`src/rtl/kmer_strand_vote_unit_assert.svh`:
```
// assertion macros shared by the strand vote unit modules
`ifndef KMER_STRAND_VOTE_UNIT_ASSERT_SVH
`define KMER_STRAND_VOTE_UNIT_ASSERT_SVH

// same-cycle implication, checked on every clock while out of reset
`define KSV_ASSERT_IMP(lbl, ante, cons) \
  lbl: assert property (@(posedge clk) disable iff (rst) (ante) |-> (cons)) \
    else $error("ksv assertion failed");

// next-cycle implication
`define KSV_ASSERT_NXT(lbl, ante, cons) \
  lbl: assert property (@(posedge clk) disable iff (rst) (ante) |=> (cons)) \
    else $error("ksv assertion failed");

`endif

```
`src/rtl/ksv_pkg.sv`:
```
// shared constants, codes and types of the strand vote unit
package ksv_pkg;

  localparam int MAX_WORD_LENGTH = 8;
  localparam int COUNT_BITS      = 16;
  localparam int VOTE_BITS       = 16;
  localparam int TOTAL_BITS      = 32;
  localparam int KMER_BITS       = 2 * MAX_WORD_LENGTH;
  localparam int ADDR_BITS       = 16;
  localparam int TABLE_DEPTH     = 1 << ADDR_BITS;
  localparam int LEN_BITS        = 4;
  localparam int RATIO_BITS      = 4;
  localparam int MINV_BITS       = 16;
  localparam int BASE_IDX_BITS   = $clog2(MAX_WORD_LENGTH);
  localparam int CFG_INDEX_BITS  = 2;
  localparam int CFG_DATA_BITS   = 16;
  localparam int QUEUE_DEPTH     = 4;
  localparam int QPTR_BITS       = $clog2(QUEUE_DEPTH);
  localparam int QCNT_BITS       = $clog2(QUEUE_DEPTH + 1);

  localparam logic [1:0] MODE_LOAD  = 2'd0;
  localparam logic [1:0] MODE_QUERY = 2'd1;
  localparam logic [1:0] MODE_CLOSE = 2'd2;

  localparam logic [1:0] STRAND_FWD  = 2'd0;
  localparam logic [1:0] STRAND_REV  = 2'd1;
  localparam logic [1:0] STRAND_NONE = 2'd2;

  localparam logic [CFG_INDEX_BITS-1:0] CFG_WORD_LENGTH = 2'd0;
  localparam logic [CFG_INDEX_BITS-1:0] CFG_KMER_RATIO  = 2'd1;
  localparam logic [CFG_INDEX_BITS-1:0] CFG_VOTE_RATIO  = 2'd2;
  localparam logic [CFG_INDEX_BITS-1:0] CFG_MIN_VOTES   = 2'd3;

  localparam logic [LEN_BITS-1:0]   RST_WORD_LENGTH = 4'd8;
  localparam logic [RATIO_BITS-1:0] RST_KMER_RATIO  = 4'd8;
  localparam logic [RATIO_BITS-1:0] RST_VOTE_RATIO  = 4'd4;
  localparam logic [MINV_BITS-1:0]  RST_MIN_VOTES   = 16'd1;

  typedef struct packed {
    logic [LEN_BITS-1:0]   word_length;
    logic [RATIO_BITS-1:0] kmer_ratio;
    logic [RATIO_BITS-1:0] vote_ratio;
    logic [MINV_BITS-1:0]  min_votes;
  } cfg_t;

  typedef struct packed {
    logic                  load;
    logic                  vote;
    logic                  close;
    logic [ADDR_BITS-1:0]  fwd_addr;
    logic [ADDR_BITS-1:0]  rev_addr;
    logic [COUNT_BITS-1:0] count;
  } qent_t;

  typedef struct packed {
    logic full;
    logic empty;
  } qstat_t;

endpackage

```
`src/rtl/ksv_front.sv`:
```
// front end: classifies input beats and forms the masked k-mer and its reverse complement
module ksv_front (
  input  logic [1:0]                   mode,
  input  logic [ksv_pkg::KMER_BITS-1:0] kmer,
  input  logic [ksv_pkg::COUNT_BITS-1:0] count_value,
  input  logic                         last,
  input  logic [ksv_pkg::LEN_BITS-1:0] word_length,
  output ksv_pkg::qent_t               entry,
  output logic                         keep
);
  import ksv_pkg::*;

  logic [LEN_BITS-1:0]      len;
  logic [BASE_IDX_BITS-1:0] idx;
  logic [KMER_BITS-1:0]     fk;
  logic [KMER_BITS-1:0]     rk;

  always_comb begin
    if (word_length == '0) begin
      len = LEN_BITS'(1);
    end else if (word_length > LEN_BITS'(MAX_WORD_LENGTH)) begin
      len = LEN_BITS'(MAX_WORD_LENGTH);
    end else begin
      len = word_length;
    end
  end

  // base j of the result is the complement of base len-1-j of the input
  always_comb begin
    idx = '0;
    fk  = '0;
    rk  = '0;
    for (int j = 0; j < MAX_WORD_LENGTH; j++) begin
      if (LEN_BITS'(j) < len) begin
        idx = BASE_IDX_BITS'(len - LEN_BITS'(j) - LEN_BITS'(1));
        fk[2*j +: 2] = kmer[2*j +: 2];
        rk[2*j +: 2] = ~kmer[{idx, 1'b0} +: 2];
      end
    end
  end

  // mode three is dropped here, last only counts on query beats
  assign keep           = (mode != 2'd3);
  assign entry.load     = (mode == MODE_LOAD);
  assign entry.vote     = (mode == MODE_QUERY);
  assign entry.close    = ((mode == MODE_QUERY) && last) || (mode == MODE_CLOSE);
  assign entry.fwd_addr = (mode == MODE_LOAD) ? ADDR_BITS'(kmer) : ADDR_BITS'(fk);
  assign entry.rev_addr = ADDR_BITS'(rk);
  assign entry.count    = count_value;

endmodule

```
`config.mk`:
```
export PLATFORM = sky130hd
export DESIGN_NAME = ksv_front
export DESIGN_NICKNAME = d
export VERILOG_FILES = /design/src/rtl/kmer_strand_vote_unit_assert.svh /design/src/rtl/ksv_pkg.sv /design/src/rtl/ksv_front.sv
export SDC_FILE = /design/constraint.sdc
export NUM_CORES = 1
export LEC_CHECK = 0
export ABC_AREA = 1
export BUFFER_PORTS_ARGS = -buffer_cell sky130_fd_sc_hd__buf_2
export CORE_UTILIZATION = 40
export DETAILED_ROUTE_END_ITERATION = 10
export GPL_TIMING_DRIVEN = 0
export PLACE_DENSITY = 0.82
export SLEW_MARGIN = 10
export SYNTH_ARGS = -nofsm -noshare
export SYNTH_HDL_FRONTEND = slang
export SYNTH_SLANG_ARGS = --single-unit
```
`constraint.sdc`:
```
create_clock -name vclk -period 2.17
set_input_delay 0.217 -clock vclk [all_inputs]
set_output_delay 0.217 -clock vclk [all_outputs]
set_load 0.02 [all_outputs]
```
[Yosys cells after proc, flatten, opt, wreduce, memory -nomap -nowiden]
Cells that the tools add are included.
Operators by class
  $add $sub $neg: 14
  $lt $le $gt $ge: 9
  equal/unequal tests: 3
  shift operators: 8
  multiplexer cells: 19
  bitwise gates (word level): 8
  reduce and logical (&&, ||, !) cells: 4
Operator list (count)
  $shiftx 16x5->2: 8
  $mux 2: 16
  $sub 3x1->3 const B: 8
  $lt 3x4->1 const A: 4
  $mux 16: 1
  $not 2->2: 8
  $sub 3x3->3 const B: 4
  $lt 1x4->1 const A: 2
  $lt 2x4->1 const A: 2
  $mux 4: 2
  $sub 3x2->3 const B: 2
  $gt 4x4->1 const B: 1
  $logic_not 4->1: 1
  $eq 2x1->1 const B: 1
  $eq 2x2->1 const B: 1
  $logic_not 2->1: 1
  $ne 2x2->1 const B: 1
  $logic_and 1x1->1: 1
  $logic_or 1x1->1: 1
Storage, ports and cells
  bits in registers: 0
  output and inout bits: 52
  word-level logic and storage cells: 65

[Logic depth before layout (Yosys ltp)]
  word-level depth: 8
  depth in mapped cells: 12
  depth with buffers taken out: 10

[Least setup slack after synthesis]
No wires, ideal clock.
  path kind: input-to-output
  start: input word_length[3] (netlist bit)
  end: output entry[24] (netlist bit)
  arrival time: 1862 ps
  path slack: 91 ps
  stages on the path: 10
  path buffers: 2
  cell sequence: buf_6 nor2_2 inv_1 ha_1 buf_2 inv_1 nand3_1 nand3_1 nand2_1 nor2_1
RTL lines
  start: declaration: RTL line ksv_front.sv:7  | input logic [ksv_pkg::LEN_BITS-1:0] word_length,
  end: declaration: RTL line ksv_front.sv:8  | output ksv_pkg::qent_t entry,

==> flow_metrics.py <==
metrics = {
    "status": {
        "status": "finished, final reports clean",
    },
    "drt": {
        "drtIter0Drc": 77,
        "viasPerCell": 5.11,
        "via_count": 1675,
        "wl_per_cell_um": 11.6,
        "ant_nets": 0,
        "firstDrtPassIters": 4,
        "drt_wl_total_um": 3790,
        "drc_errors": 0,
    },
    "power_and_ir_drop": {
        "pwr-share-comb_pct": 100.0,
        "clkPwrFrac_pct": 0,
        "p_switching_mw": 0.348,
        "finalPower_mw": 0.558,
        "ir_worst_vdd_uv": 231,
        "p_seq_share_pct": 0,
        "internal_power_mw": 0.210,
        "power.leakage_nw": 1.02,
        "power_density_nw_per_um2": 337,
        "power_switching_share_pct": 62.4,
    },
    "synth": {
        "synth-warning-count": 0,
        "synth.top_cells.by_area": "nand3_1, nand2_1, nor2_1, buf_4, inv_1",
        "synth_top_area_share_pct": 24.5,
        "synthesis.nets": 260,
        "ys_types": 23,
        "synth_area_um2": 1160,
        "synth_cells": 216,
        "synth-seq-area-share_pct": 0,
        "synth_top_area_cell": "nand3_1",
        "syn_avg_cell_area_um2": 5.39,
    },
    "global_route": {
        "grt.overflow.total": 0,
        "grt_pass1_wl_um": 6040,
        "antenna_found_initial": 0,
        "grt_usage_pct": 23.3,
        "grt_max_degree": 16,
        "grt_pass1_vias": 1360,
    },
    "place": {
        "hpwl_um": 3040,
        "routabilityCongestion": 0.930,
        "place_inst": 321,
        "portBuffers": 74,
    },
    "die": {
        "die_area_um2": 3130,
        "core_um2": 2760,
        "die_w_um": 56.0,
        "fp-row-count": 19,
        "ioPinCount": 91,
        "start_util_pct": 42.2,
        "die_h_um": 56.0,
    },
    "cells_and_area": {
        "fin_util_pct": 60.0,
        "fillerInstances": 290,
        "clock_buffers": 0,
        "n_antenna_cell": 0,
        "seq_cells": 0,
        "nNetsFinal": 343,
        "instances_no_fill": 328,
        "regArea_um2": 0,
        "area_delta_synth_final_pct": 42.1,
        "layout-drive-gt1-share_pct": 41.1,
    },
    "timing": {
        "max_slew.worst_pin.slew_ns": 0.511,
        "setup_violations": 0,
        "period_minus_slack_ns": 2.04,
        "slew_violations": 0,
        "grt_setup_unrepaired": "false",
        "setup_tns_ns": 0,
        "fin_crit_sh_pct": 94.2,
        "hold_viol": 0,
        "fmax_mhz": 489,
        "relSlewSlack_pct": 65.9,
    },
    "worst_setup_path": {
        "worst-path-max-fanout": 4,
        "start_kind": "primary input",
        "crit_required_ns": 1.95,
        "criticalPathCategory": "primary input to primary output",
        "cp-end-kind": "primary output",
        "critPathArrivalTime_ns": 1.83,
    },
    "run": {
        "maxCapViolCount": 0,
    },
    "worst_hold_path": {
        "hold_class": "primary input to primary output",
    },
    "clock_tree": {
        "cts_hold_buf": 0,
    },
}
## worst max-delay path, stage by stage
cell,delay [ns]
buf_2,0.11
inv_1,0.10
nor2_4,0.17
clkinvlp_4,0.13
buf_4,0.16
ha_1,0.22
xor2_2,0.21
inv_1,0.12
nand3_1,0.10
nand2_1,0.05
nor2_1,0.08
buf_2,0.16
## cell families (layout without fill, tap and decap cells)
group	Yosys count	in the layout	share of synthesized area (%)
buffers and inverters	45	126	22.3
and+or+nand+nor	147	147	60.9
AOI/OAI and AO/OA	18	18	9.99
adders and majority gates	5	5	5.37
xor gates and xnor gates	1	1	1.40
## synth_stat cells, types with 3 or more instances
cell     count
a21oi_1      5
buf_4       17
buf_6        3
ha_1         5
inv_1       21
nand2_1     41
nand3_1     57
nand3_2      6
nor2_1      36
o21a_1       6
## power groups by stage
stage               Combinational (mW)  Clock [mW]  Sequential (mW)
floorplan                        0.372           0                0
global placement                 0.524           0                0
detailed placement               0.529           0                0
CTS                              0.539           0                0
global route                     0.613           0                0
finish                           0.558           0                0
## worst paths after layout
check	from	end	depth (start not counted)
setup / recovery	word_length[1]	entry[16]	12
hold / removal	count_value[15]	entry[15]	2
## routing by layer
metal / global-route usage [%] / wire (um) / up-vias
met1: 31.6 / 1640 / 736
li1: - / - / 855
met3: 1.40 / 321 / 4
met2: 40.8 / 1800 / 80
met4: 4.18 / 29 / 0
met5: 0 / 0 / -
## cells in the final DEF (no fill, tap or decap), types with 5 or more instances in the layout
cell type  count
buf_2         73
nand3_1       57
nand2_1       41
nor2_1        35
buf_4         27
inv_1         18
o21a_1         6
nand3_2        6
a21oi_1        5
ha_1           5
## layout make-up
cell class / count / area, um^2 / share of cell area (%)
plain buffers: 22 / 170 / 10.3
inverters: 22 / 91.3 / 5.52
multi-input cells: 171 / 920 / 55.6
well taps: 31 / 38.8 / 2.34
repair buffers: 82 / 435 / 26.3
## what timing repair did
| item | CTS | global route |
|---|---|---|
| buffers inserted | 4 | 4 |
| gates cloned | 0 | 0 |
| pin swaps | 2 | 2 |
| gates resized for setup | 3 | 6 |
| setup endpoints to repair | 8 | 8 |
| hold endpoints to repair | 0 | 0 |
## metrics by stage
stage	cell area (um^2)	hold slack (ns)	setup slack, ns
after floorplan	1160	0.514	0.0908
after CTS	1620	0.652	0.0405
after detailed placement	1570	0.652	-0.189
final	1660	0.650	0.126
after global placement	1570	0.651	-0.200
after global routing	1660	0.654	0.00121
No activity file was read; power rests on OpenSTA's default activity.
