## config.mk

```make
export PLATFORM = sky130hd
export DESIGN_NAME = ksv_queue
export DESIGN_NICKNAME = d
export VERILOG_FILES = /design/src/rtl/ksv_pkg.sv /design/src/rtl/ksv_queue.sv
export VERILOG_INCLUDE_DIRS = /design/src /design/src/rtl
export SDC_FILE = /design/constraint.sdc
export NUM_CORES = 1
export LEC_CHECK = 0
export BUFFER_PORTS_ARGS = -buffer_cell sky130_fd_sc_hd__buf_2
export CORE_UTILIZATION = 37
export CTS_CLUSTER_SIZE = 16
export DETAILED_ROUTE_END_ITERATION = 12
export GPL_ROUTABILITY_DRIVEN = 0
export HOLD_SLACK_MARGIN = 0.02
export PLACE_DENSITY = 0.64
export SLEW_MARGIN = 0
export SYNTH_ARGS = -nofsm -noshare
export SYNTH_HDL_FRONTEND = slang
export SYNTH_SLANG_ARGS = --single-unit
```

## constraint.sdc

```tcl
create_clock -name clk -period 6.93 [get_ports clk]
set_input_delay 1.0395 -clock clk [delete_from_list [all_inputs] [get_ports clk]]
set_output_delay 1.0395 -clock clk [all_outputs]
set_load 0.01 [all_outputs]
```

## src/rtl/kmer_strand_vote_unit_assert.svh

```systemverilog
// assertion macros shared by the strand vote unit modules
`ifndef KMER_STRAND_VOTE_UNIT_ASSERT_SVH
`define KMER_STRAND_VOTE_UNIT_ASSERT_SVH

// same-cycle implication, checked on every clock while out of reset
`define KSV_ASSERT_IMP(lbl, ante, cons) \
  lbl: assert property (@(posedge clk) disable iff (rst) (ante) |-> (cons)) \
    else $error("ksv assertion failed");

// next-cycle implication
`define KSV_ASSERT_NXT(lbl, ante, cons) \
  lbl: assert property (@(posedge clk) disable iff (rst) (ante) |=> (cons)) \
    else $error("ksv assertion failed");

`endif

```

## src/rtl/ksv_pkg.sv

```systemverilog
// shared constants, codes and types of the strand vote unit
package ksv_pkg;

  localparam int MAX_WORD_LENGTH = 8;
  localparam int COUNT_BITS      = 16;
  localparam int VOTE_BITS       = 16;
  localparam int TOTAL_BITS      = 32;
  localparam int KMER_BITS       = 2 * MAX_WORD_LENGTH;
  localparam int ADDR_BITS       = 16;
  localparam int TABLE_DEPTH     = 1 << ADDR_BITS;
  localparam int LEN_BITS        = 4;
  localparam int RATIO_BITS      = 4;
  localparam int MINV_BITS       = 16;
  localparam int BASE_IDX_BITS   = $clog2(MAX_WORD_LENGTH);
  localparam int CFG_INDEX_BITS  = 2;
  localparam int CFG_DATA_BITS   = 16;
  localparam int QUEUE_DEPTH     = 4;
  localparam int QPTR_BITS       = $clog2(QUEUE_DEPTH);
  localparam int QCNT_BITS       = $clog2(QUEUE_DEPTH + 1);

  localparam logic [1:0] MODE_LOAD  = 2'd0;
  localparam logic [1:0] MODE_QUERY = 2'd1;
  localparam logic [1:0] MODE_CLOSE = 2'd2;

  localparam logic [1:0] STRAND_FWD  = 2'd0;
  localparam logic [1:0] STRAND_REV  = 2'd1;
  localparam logic [1:0] STRAND_NONE = 2'd2;

  localparam logic [CFG_INDEX_BITS-1:0] CFG_WORD_LENGTH = 2'd0;
  localparam logic [CFG_INDEX_BITS-1:0] CFG_KMER_RATIO  = 2'd1;
  localparam logic [CFG_INDEX_BITS-1:0] CFG_VOTE_RATIO  = 2'd2;
  localparam logic [CFG_INDEX_BITS-1:0] CFG_MIN_VOTES   = 2'd3;

  localparam logic [LEN_BITS-1:0]   RST_WORD_LENGTH = 4'd8;
  localparam logic [RATIO_BITS-1:0] RST_KMER_RATIO  = 4'd8;
  localparam logic [RATIO_BITS-1:0] RST_VOTE_RATIO  = 4'd4;
  localparam logic [MINV_BITS-1:0]  RST_MIN_VOTES   = 16'd1;

  typedef struct packed {
    logic [LEN_BITS-1:0]   word_length;
    logic [RATIO_BITS-1:0] kmer_ratio;
    logic [RATIO_BITS-1:0] vote_ratio;
    logic [MINV_BITS-1:0]  min_votes;
  } cfg_t;

  typedef struct packed {
    logic                  load;
    logic                  vote;
    logic                  close;
    logic [ADDR_BITS-1:0]  fwd_addr;
    logic [ADDR_BITS-1:0]  rev_addr;
    logic [COUNT_BITS-1:0] count;
  } qent_t;

  typedef struct packed {
    logic full;
    logic empty;
  } qstat_t;

endpackage

```

## src/rtl/ksv_queue.sv

```systemverilog
// short fifo between the front end and the table/vote back end
module ksv_queue (
  input  logic           clk,
  input  logic           rst,
  input  logic           push,
  input  ksv_pkg::qent_t wr_entry,
  input  logic           pop,
  output ksv_pkg::qent_t rd_entry,
  output ksv_pkg::qstat_t status
);
  import ksv_pkg::*;

  qent_t                store [QUEUE_DEPTH];
  logic [QPTR_BITS-1:0] wr_ptr;
  logic [QPTR_BITS-1:0] rd_ptr;
  logic [QCNT_BITS-1:0] count;

  always_ff @(posedge clk) begin
    if (push) begin
      store[wr_ptr] <= wr_entry;
    end
  end

  always_ff @(posedge clk) begin
    if (rst) begin
      wr_ptr <= '0;
      rd_ptr <= '0;
      count  <= '0;
    end else begin
      if (push) begin
        wr_ptr <= wr_ptr + QPTR_BITS'(1);
      end
      if (pop) begin
        rd_ptr <= rd_ptr + QPTR_BITS'(1);
      end
      if (push && !pop) begin
        count <= count + QCNT_BITS'(1);
      end else if (pop && !push) begin
        count <= count - QCNT_BITS'(1);
      end
    end
  end

  assign rd_entry     = store[rd_ptr];
  assign status.full  = (count == QCNT_BITS'(QUEUE_DEPTH));
  assign status.empty = (count == '0);

`include "kmer_strand_vote_unit_assert.svh"

  `KSV_ASSERT_IMP(a_no_push_full, push, !status.full)
  `KSV_ASSERT_IMP(a_no_pop_empty, pop, !status.empty)
  `KSV_ASSERT_NXT(a_pop_drains, (pop && !push), (count == ($past(count) - QCNT_BITS'(1))))

endmodule

```

== After elaboration in Yosys (flattened, before gate mapping) ==
Memories as Yosys holds them, arrays and structs flattened. A register that Yosys moved wholly into a read port is not among the register bits.
Cells that the tools add are included.
Widths: inputs -> output; s select.

* Register bits after elaboration: 7
* Latch bits: 0
* Bits in writable memories: 204
* ROM bits: 0
* Input port bits: 55
* Output and inout bits: 53
* Word-level logic and storage cells: 21
* Memories: 1

{| class="wikitable"
|+ Memory list
! memory !! depth !! bits a word !! rd ports !! clocked after Yosys merged registers in !! write ports !! line !! text
|-
| store || 4 || 51 || 1 || 1 || 1 || ksv_queue.sv:13 || <nowiki>qent_t store [QUEUE_DEPTH];</nowiki>
|}

* Add/subtract/negate cells: 4
* $mul: 0
* Divide/modulo/power cells: 0
* Magnitude comparators: 0
* Equality and inequality tests: 1
* Shifts and indexed selects: 0
* Mux-type cells: 6
* Bitwise logic cells: 0
* Reduce and logical (&&, ||, !) cells: 6

{| class="wikitable"
|+ Operators with widths
! cell !! count
|-
| $mux 3 || 2
|-
| $add 2x1->2 const B || 2
|-
| $mux 2 || 2
|-
| $add 3x1->3 const B || 1
|-
| $eq 3x3->1 const B || 1
|-
| $logic_not 3->1 || 1
|-
| $sub 3x1->3 const B || 1
|-
| $logic_and 1x1->1 || 2
|-
| $logic_not 1->1 || 2
|-
| $mux 1 || 2
|-
| $reduce_bool 2->1 || 1
|}

== Depth between registers and ports, before layout ==
Gate-level depths: netlist of the first run.

* Word-level depth: 4
* Mapped depth: 7
* Gate-level depth less buffers: 7

== Least setup slack after synthesis of the first run ==
No wires, ideal clock.

* Kind: input -> register
* From: in push
* To: mem store[0][0] (netlist name), enable pin
* Library setup time: 0.414 ns
* Data arrival time: 2.256 ns
* Required time: 6.516 ns
* Path slack: 4.260 ns
* Stages: 1
* Path buffers: 0
* Cells stage by stage: and2_1

* Longest elaborated chain between the ends: 2

{| class="wikitable"
|+ Ends and longest elaborated chain
! what !! line !! text
|-
| start, declared || ksv_queue.sv:5 || <nowiki>input logic push,</nowiki>
|-
| $mux 1 || ksv_queue.sv:19 || <nowiki>if (push) begin</nowiki>
|-
| $mux 1 (implied by the code) || ksv_queue.sv:20 || <nowiki>store[wr_ptr] <= wr_entry;</nowiki>
|-
| end, declared || ksv_queue.sv:13 ||
|}

Every way passes these cells.

==> results of run 1 <==
==> power groups by stage <==
| stage | combinational [uW] | clock [uW] | sequential [uW] |
|---|---|---|---|
| 2_1_floorplan | 177 | 0 | 1520 |
| 3_3_place_gp | 244 | 0 | 1540 |
| 3_5_place_dp | 249 | 0 | 1550 |
| 4_1_cts | 250 | 1200 | 1520 |
| 5_1_grt | 264 | 1250 | 1530 |
| 6_report | 243 | 1160 | 1520 |
==> cell type report <==
class	instances	area share (%)
clock inverter	13	1.472
timing repair buffer	112	6.130
sequential	213	67.51
tap	270	3.613
inverter	4	0.1606
clock buffer	26	6.277
multi-input combinational	81	14.84
==> layer usage <==
layer	up-vias	GRT usage, %
met3	17	3.642
met2	85	22.22
met5	-	0
li1	1561	-
met4	0	3.196
met1	1825	16.04
==> layout by cell type, fill, tap and decap left out, types with 2 or more instances in the layout <==
master,netlist,final
buf_2,5,107
clkinv_1,0,4
edfxtp_1,204,204
mux4_2,50,50
mux2i_1,2,2
clkbuf_16,0,23
clkinv_2,0,5
dfxtp_1,9,7
buf_4,0,5
clkbuf_1,1,3
ha_1,5,5
inv_1,4,4
nor2_1,7,7
bufinv_16,0,3
xnor2_1,2,2
xor2_1,3,3
and2_2,0,4
==> worst max-delay path: cells and delay by family (launching register included) <==
| family | cells | cell delay (ns) |
|---|---|---|
| DFF | 1 | 1.04 |
| muxes | 1 | 0.64 |
| buffers and inverters | 1 | 0.16 |
==> cells by family after synthesis <==
kind of cell | Yosys count | share of synthesized area (%)
adders and majority gates | 6 | 1.052
and+or+nand+nor | 15 | 0.9407
muxes | 53 | 14.94
DFF | 213 | 80.36
buffers and inverters | 17 | 2.025
xor gates and xnor gates | 5 | 0.5581
AOI/OAI and AO/OA | 2 | 0.1274
==> sequential cells by signal, indices dropped and copies added (netlist names), named ones only <==
| name | count |
|---|---|
| rd_ptr | 2 |
| wr_ptr | 2 |
| count | 3 |
| store | 204 |
==> metrics by stage <==
step	cell area [um2]	util, %
after floorplan	7848	-
after global placement	8625	42.08
after detailed placement	8625	42.08
after CTS	9349	45.62
after global routing	9349	45.62
final	9349	45.62
==> worst max-delay path by stage <==
stage	startpoint	slack [ns]	end	depth (start not counted)
6_report	flop	3.53	rd_entry[36]	2
5_1_grt	flop	3.30	rd_entry[46]	2
4_1_cts	flop	3.38	rd_entry[1]	2
3_5_place_dp	flop	3.95	rd_entry[36]	2
3_3_place_gp	flop	3.94	rd_entry[21]	2
2_1_floorplan	push	4.26	store[0][0]	1
==> flow_metrics.env, run 1 <==
export IMPL_synthesis_nets=372
export IMPL_synth_ff_type="edfxtp_1"
export IMPL_grt_max_degree=52
export IMPL_p_clk_share_pct=39.7
export IMPL_rows=52
export IMPL_cts_repair_resized=0
export IMPL_grt_pass1_vias=3839
export IMPL_numPortBuffers=107
export IMPL_synth_area_mm2=0.007848
export IMPL_wl_met1_um=5577
export IMPL_power_total_uw=2921
export IMPL_synthTopCellsByArea="edfxtp_1 (78%), mux4_2 (14%), dfxtp_1 (2.3%)"
export IMPL_critPathMaxStageDelay_ns=1.04
export IMPL_critPathCaptureType="output port"
export IMPL_worstMarginPinSlew_ns=1.038
export IMPL_wl_per_cell_um=18.91
export IMPL_clk_latency_ns=0.49
export IMPL_ys_warn_count=0
export IMPL_grt_overflow=0
export IMPL_p_switching_uw=606.9
export IMPL_antenna_left=0
export IMPL_synthToLayoutAreaGrowth_pct=19.13
export IMPL_period_share_pct=49.03
export IMPL_netlist_area_leader_share_pct=78.06
export IMPL_ios=108
export IMPL_hold_violations=0
export IMPL_seqCellArea_mm2=0.006311
export IMPL_regToRegEndpoint="store[2][36]"
export IMPL_required_ns=5.89
export IMPL_vdd_drop_max_v=0.0001896
export IMPL_route_met3_wl_um=909
export IMPL_antenna_found_initial=0
export IMPL_slew_violations=0
export IMPL_worstHoldStart="rd_ptr[0]"
export IMPL_period_needed_ns=3.398
export IMPL_powerDensity_mw_per_mm2=312.4
export IMPL_totalWireLength_um=13590
export IMPL_path_clk_slew_ns=0.06
export IMPL_fmax_mhz=294.3
export IMPL_seqPwrFrac_pct=51.9
export IMPL_ff2ff_path_depth=4
export IMPL_netlist_instances=311
export IMPL_routed_via_density=4.851
export IMPL_crit_type="flop to output port"
export IMPL_num_nets_final=495
export IMPL_dp_cells=680
export IMPL_hold_path_cell_count=2
export IMPL_clockRootBuffer="clkbuf_16"
export IMPL_synth_most_common_cell="edfxtp_1"
export IMPL_start_util_pct=38.29
export IMPL_dieWidth_um=147.6
export IMPL_start_kind="flop"
export IMPL_die_area_mm2=0.02180
export IMPL_cts_sinks=213
export IMPL_first_iter_violations=174
export IMPL_r2r_start="wr_ptr[0]"
export IMPL_die_y_um=147.6
export IMPL_grt_pass1_wl_um=21480
export IMPL_fillers=1734
export IMPL_cts_tree="built"
export IMPL_postCtsSetupBuffers=0
export IMPL_ys_seq_elements=213
export IMPL_topRoutingLayerUsed="met4"
export IMPL_switching_share_pct=20.78
export IMPL_antenna_diode_count=0
export IMPL_dpl_worst_slack_ns=3.950
export IMPL_fin_cells=719
export IMPL_h_tree_depth=1
export IMPL_clock_skew_ns=0.006447
export IMPL_vias=3488
export IMPL_place_hpwl_um=8207
export IMPL_tns_ns=0
export IMPL_multi_input_area_mm2=0.001388
export IMPL_syn_area_per_cell_um2=25.23
export IMPL_combPwrFrac_pct=8.3
export IMPL_dr_pass1_iters=4
export IMPL_coreArea_mm2=0.02049
export IMPL_crit_fanout=51
export IMPL_maxSlewHeadroom_pct=30.82
export IMPL_synth_largest_area_cell="edfxtp_1"
export IMPL_setup_viol_count_final=0
export IMPL_slowest_stage="dfxtp_4"
export IMPL_cts_buffers=22
export IMPL_cp_arrival_ns=2.36
export IMPL_p_int_uw=2314
export IMPL_synth_cell_types=23
export IMPL_synth_common_cells="edfxtp_1 (204), mux4_2 (50), dfxtp_1 (9)"
export IMPL_hold_path_class="flop to flop"
export IMPL_rsz0062_at_grt="no"
export IMPL_r2r_slack_ns=4.86
export IMPL_max_cap_viol_count=0
export IMPL_synth_edff_count=204
export IMPL_worst_hold_slack_ns=0.5295
export IMPL_drive_above_1_share_pct=44.54
export IMPL_seq_area_frac_synth_pct=80.36
export IMPL_hold_buffers=0
export IMPL_path_cells="mux4_2 -> buf_2"
export IMPL_fin_ws_ns=3.532
export IMPL_drcViolationCount=0
export IMPL_cts_buffer_depth=3
export IMPL_p_leak_uw=0.003161
export IMPL_grtUsageTotal_pct=12.89
export IMPL_synthArstFlopShare_pct=0
export IMPL_routed_wl_met2_um=6945
export IMPL_outcome="complete, no violations"
Power figures use the tool's default switching activity.
==> run 2: changes to the inputs <==
PLACE_DENSITY = 0.67   (was 0.64)
clock period = 3.1 ns   (was 6.93 ns; I/O delays follow)
==> flow_metrics.env, run 2 (same netlist as run 1, synthesis figures left out) <==
export IMPL_fmax_mhz=403.1
export IMPL_vias=3521
export IMPL_coreArea_mm2=0.02049
export IMPL_clockRootBuffer="clkbuf_16"
export IMPL_totalWireLength_um=14040
export IMPL_drcViolationCount=0
export IMPL_reg_top3="store x204, count x3"
export IMPL_largest_register="store"
export IMPL_rows=52
export IMPL_die_y_um=147.6
export IMPL_endpoint="rd_entry[27]"
export IMPL_regToRegEndpoint="store[3][15]"
export IMPL_hold_violations=0
export IMPL_cts_repair_resized=0
export IMPL_dr_pass1_iters=4
export IMPL_antenna_found_initial=0
export IMPL_start_util_pct=38.29
export IMPL_seqPwrFrac_pct=50.2
export IMPL_max_cap_viol_count=0
export IMPL_die_area_mm2=0.02180
export IMPL_crit_fanout=34
export IMPL_crit_type="flop to output port"
export IMPL_h_tree_depth=1
export IMPL_period_share_pct=80.02
export IMPL_grtUsageTotal_pct=13.37
export IMPL_grt_pass1_vias=3971
export IMPL_path_cells="buf_12 -> mux4_2 -> buf_2"
export IMPL_combPwrFrac_pct=9.0
export IMPL_path_clk_slew_ns=0.06
export IMPL_slowest_stage="dfxtp_2"
export IMPL_cts_tree="built"
export IMPL_clk_latency_ns=0.49
export IMPL_maxSlewHeadroom_pct=57.02
export IMPL_powerDensity_mw_per_mm2=705.4
export IMPL_synthToLayoutAreaGrowth_pct=20.71
export IMPL_cts_sinks=213
export IMPL_r2r_slack_ns=1.24
export IMPL_dieWidth_um=147.6
export IMPL_ff2ff_path_depth=3
export IMPL_first_iter_violations=150
export IMPL_place_hpwl_um=8828
export IMPL_antenna_diode_count=0
export IMPL_numPortBuffers=107
export IMPL_setup_viol_count_final=0
export IMPL_grt_max_degree=35
export IMPL_worst_hold_slack_ns=0.1873
export IMPL_rsz0062_at_grt="no"
export IMPL_critPathCaptureType="output port"
export IMPL_outcome="complete, no violations"
export IMPL_slew_violations=0
export IMPL_critPathTopFamily="flip-flops"
export IMPL_ios=108
export IMPL_wl_per_cell_um=19.33
export IMPL_clock_skew_ns=0.009030
export IMPL_largest_reg_flops=204
export IMPL_p_leak_uw=0.003222
export IMPL_hold_buffers=0
export IMPL_cp_arrival_ns=2.02
export IMPL_worstMarginPinSlew_ns=0.6447
export IMPL_cts_buffers=22
export IMPL_hold_path_class="primary input to flop"
export IMPL_vdd_drop_max_v=0.0003392
export IMPL_start_kind="flop"
export IMPL_cts_buffer_depth=3
export IMPL_most_common_layout_cells="edfxtp_1 (204), buf_2 (107), mux4_2 (50)"
export IMPL_r2r_start="wr_ptr[0]"
export IMPL_critPathMaxStageDelay_ns=0.68
export IMPL_drive_above_1_share_pct=45.61
export IMPL_switching_share_pct=20.54
export IMPL_postCtsSetupBuffers=0
export IMPL_grt_overflow=0
export IMPL_p_int_uw=5310
export IMPL_crit_buf_inv=2
export IMPL_p_clk_share_pct=40.8
export IMPL_antenna_left=0
export IMPL_p_switching_uw=1372
export IMPL_routed_via_density=4.850
export IMPL_mostFrequentLayoutCell="edfxtp_1"
export IMPL_grt_pass1_wl_um=22070
export IMPL_tns_ns=0
export IMPL_cp_num_cells=3
export IMPL_period_needed_ns=2.481
export IMPL_required_ns=2.63
export IMPL_num_nets_final=501
run 2: metal layers:
layer  track usage [%]  wire [um]  vias up  part of all wire [%]
li1                  -          -     1566                     -
met1             16.55       5975     1840                    43
met2             23.14       6959       91                    50
met3             3.302        812       24                   5.8
met4             4.124        286        0                   2.0
met5                 0          0        -                     0
run 2: cell type report:
class,count,area (um2)
fillers,1715,11020
flip-flops and latches,213,6311
multi-input cells,81,1388
clock buffers,31,655.6
repair buffers,118,643.1
well taps,270,337.8
clock inverters,9,122.6
inverters,4,15.01
run 2: worst min path at each step:
stage,endpoint,depth (start not counted),start
floorplan,count[2],2,count[2]
global placement,count[2],2,count[2]
detailed placement,count[2],2,count[2]
CTS,store[1][42],1,wr_entry[42]
global route,store[0][49],1,wr_entry[49]
finish,store[3][42],1,wr_entry[42]
run 2: power groups by stage:
stage | logic (uW) | registers, uW | clock network (uW)
after CTS | 623 | 3360 | 2800
after global routing | 659 | 3370 | 2900
after detailed placement | 620 | 3420 | 0
final | 600 | 3350 | 2730
after floorplan | 397 | 3390 | 0
after global placement | 606 | 3400 | 0
run 2: stage by stage:
step                      cell area, um2  total power [uW]  util, %  setup WS [ns]  instances
after detailed placement            8695              4035    42.42          1.077        686
after global routing                9473              6922    46.22         0.4894        726
final                               9473              6682    46.22         0.6193        726
after global placement              8695              4011    42.42          1.091        686
after CTS                           9473              6781    46.22         0.5406        726
after floorplan                     7848              3791        -         0.9294        311
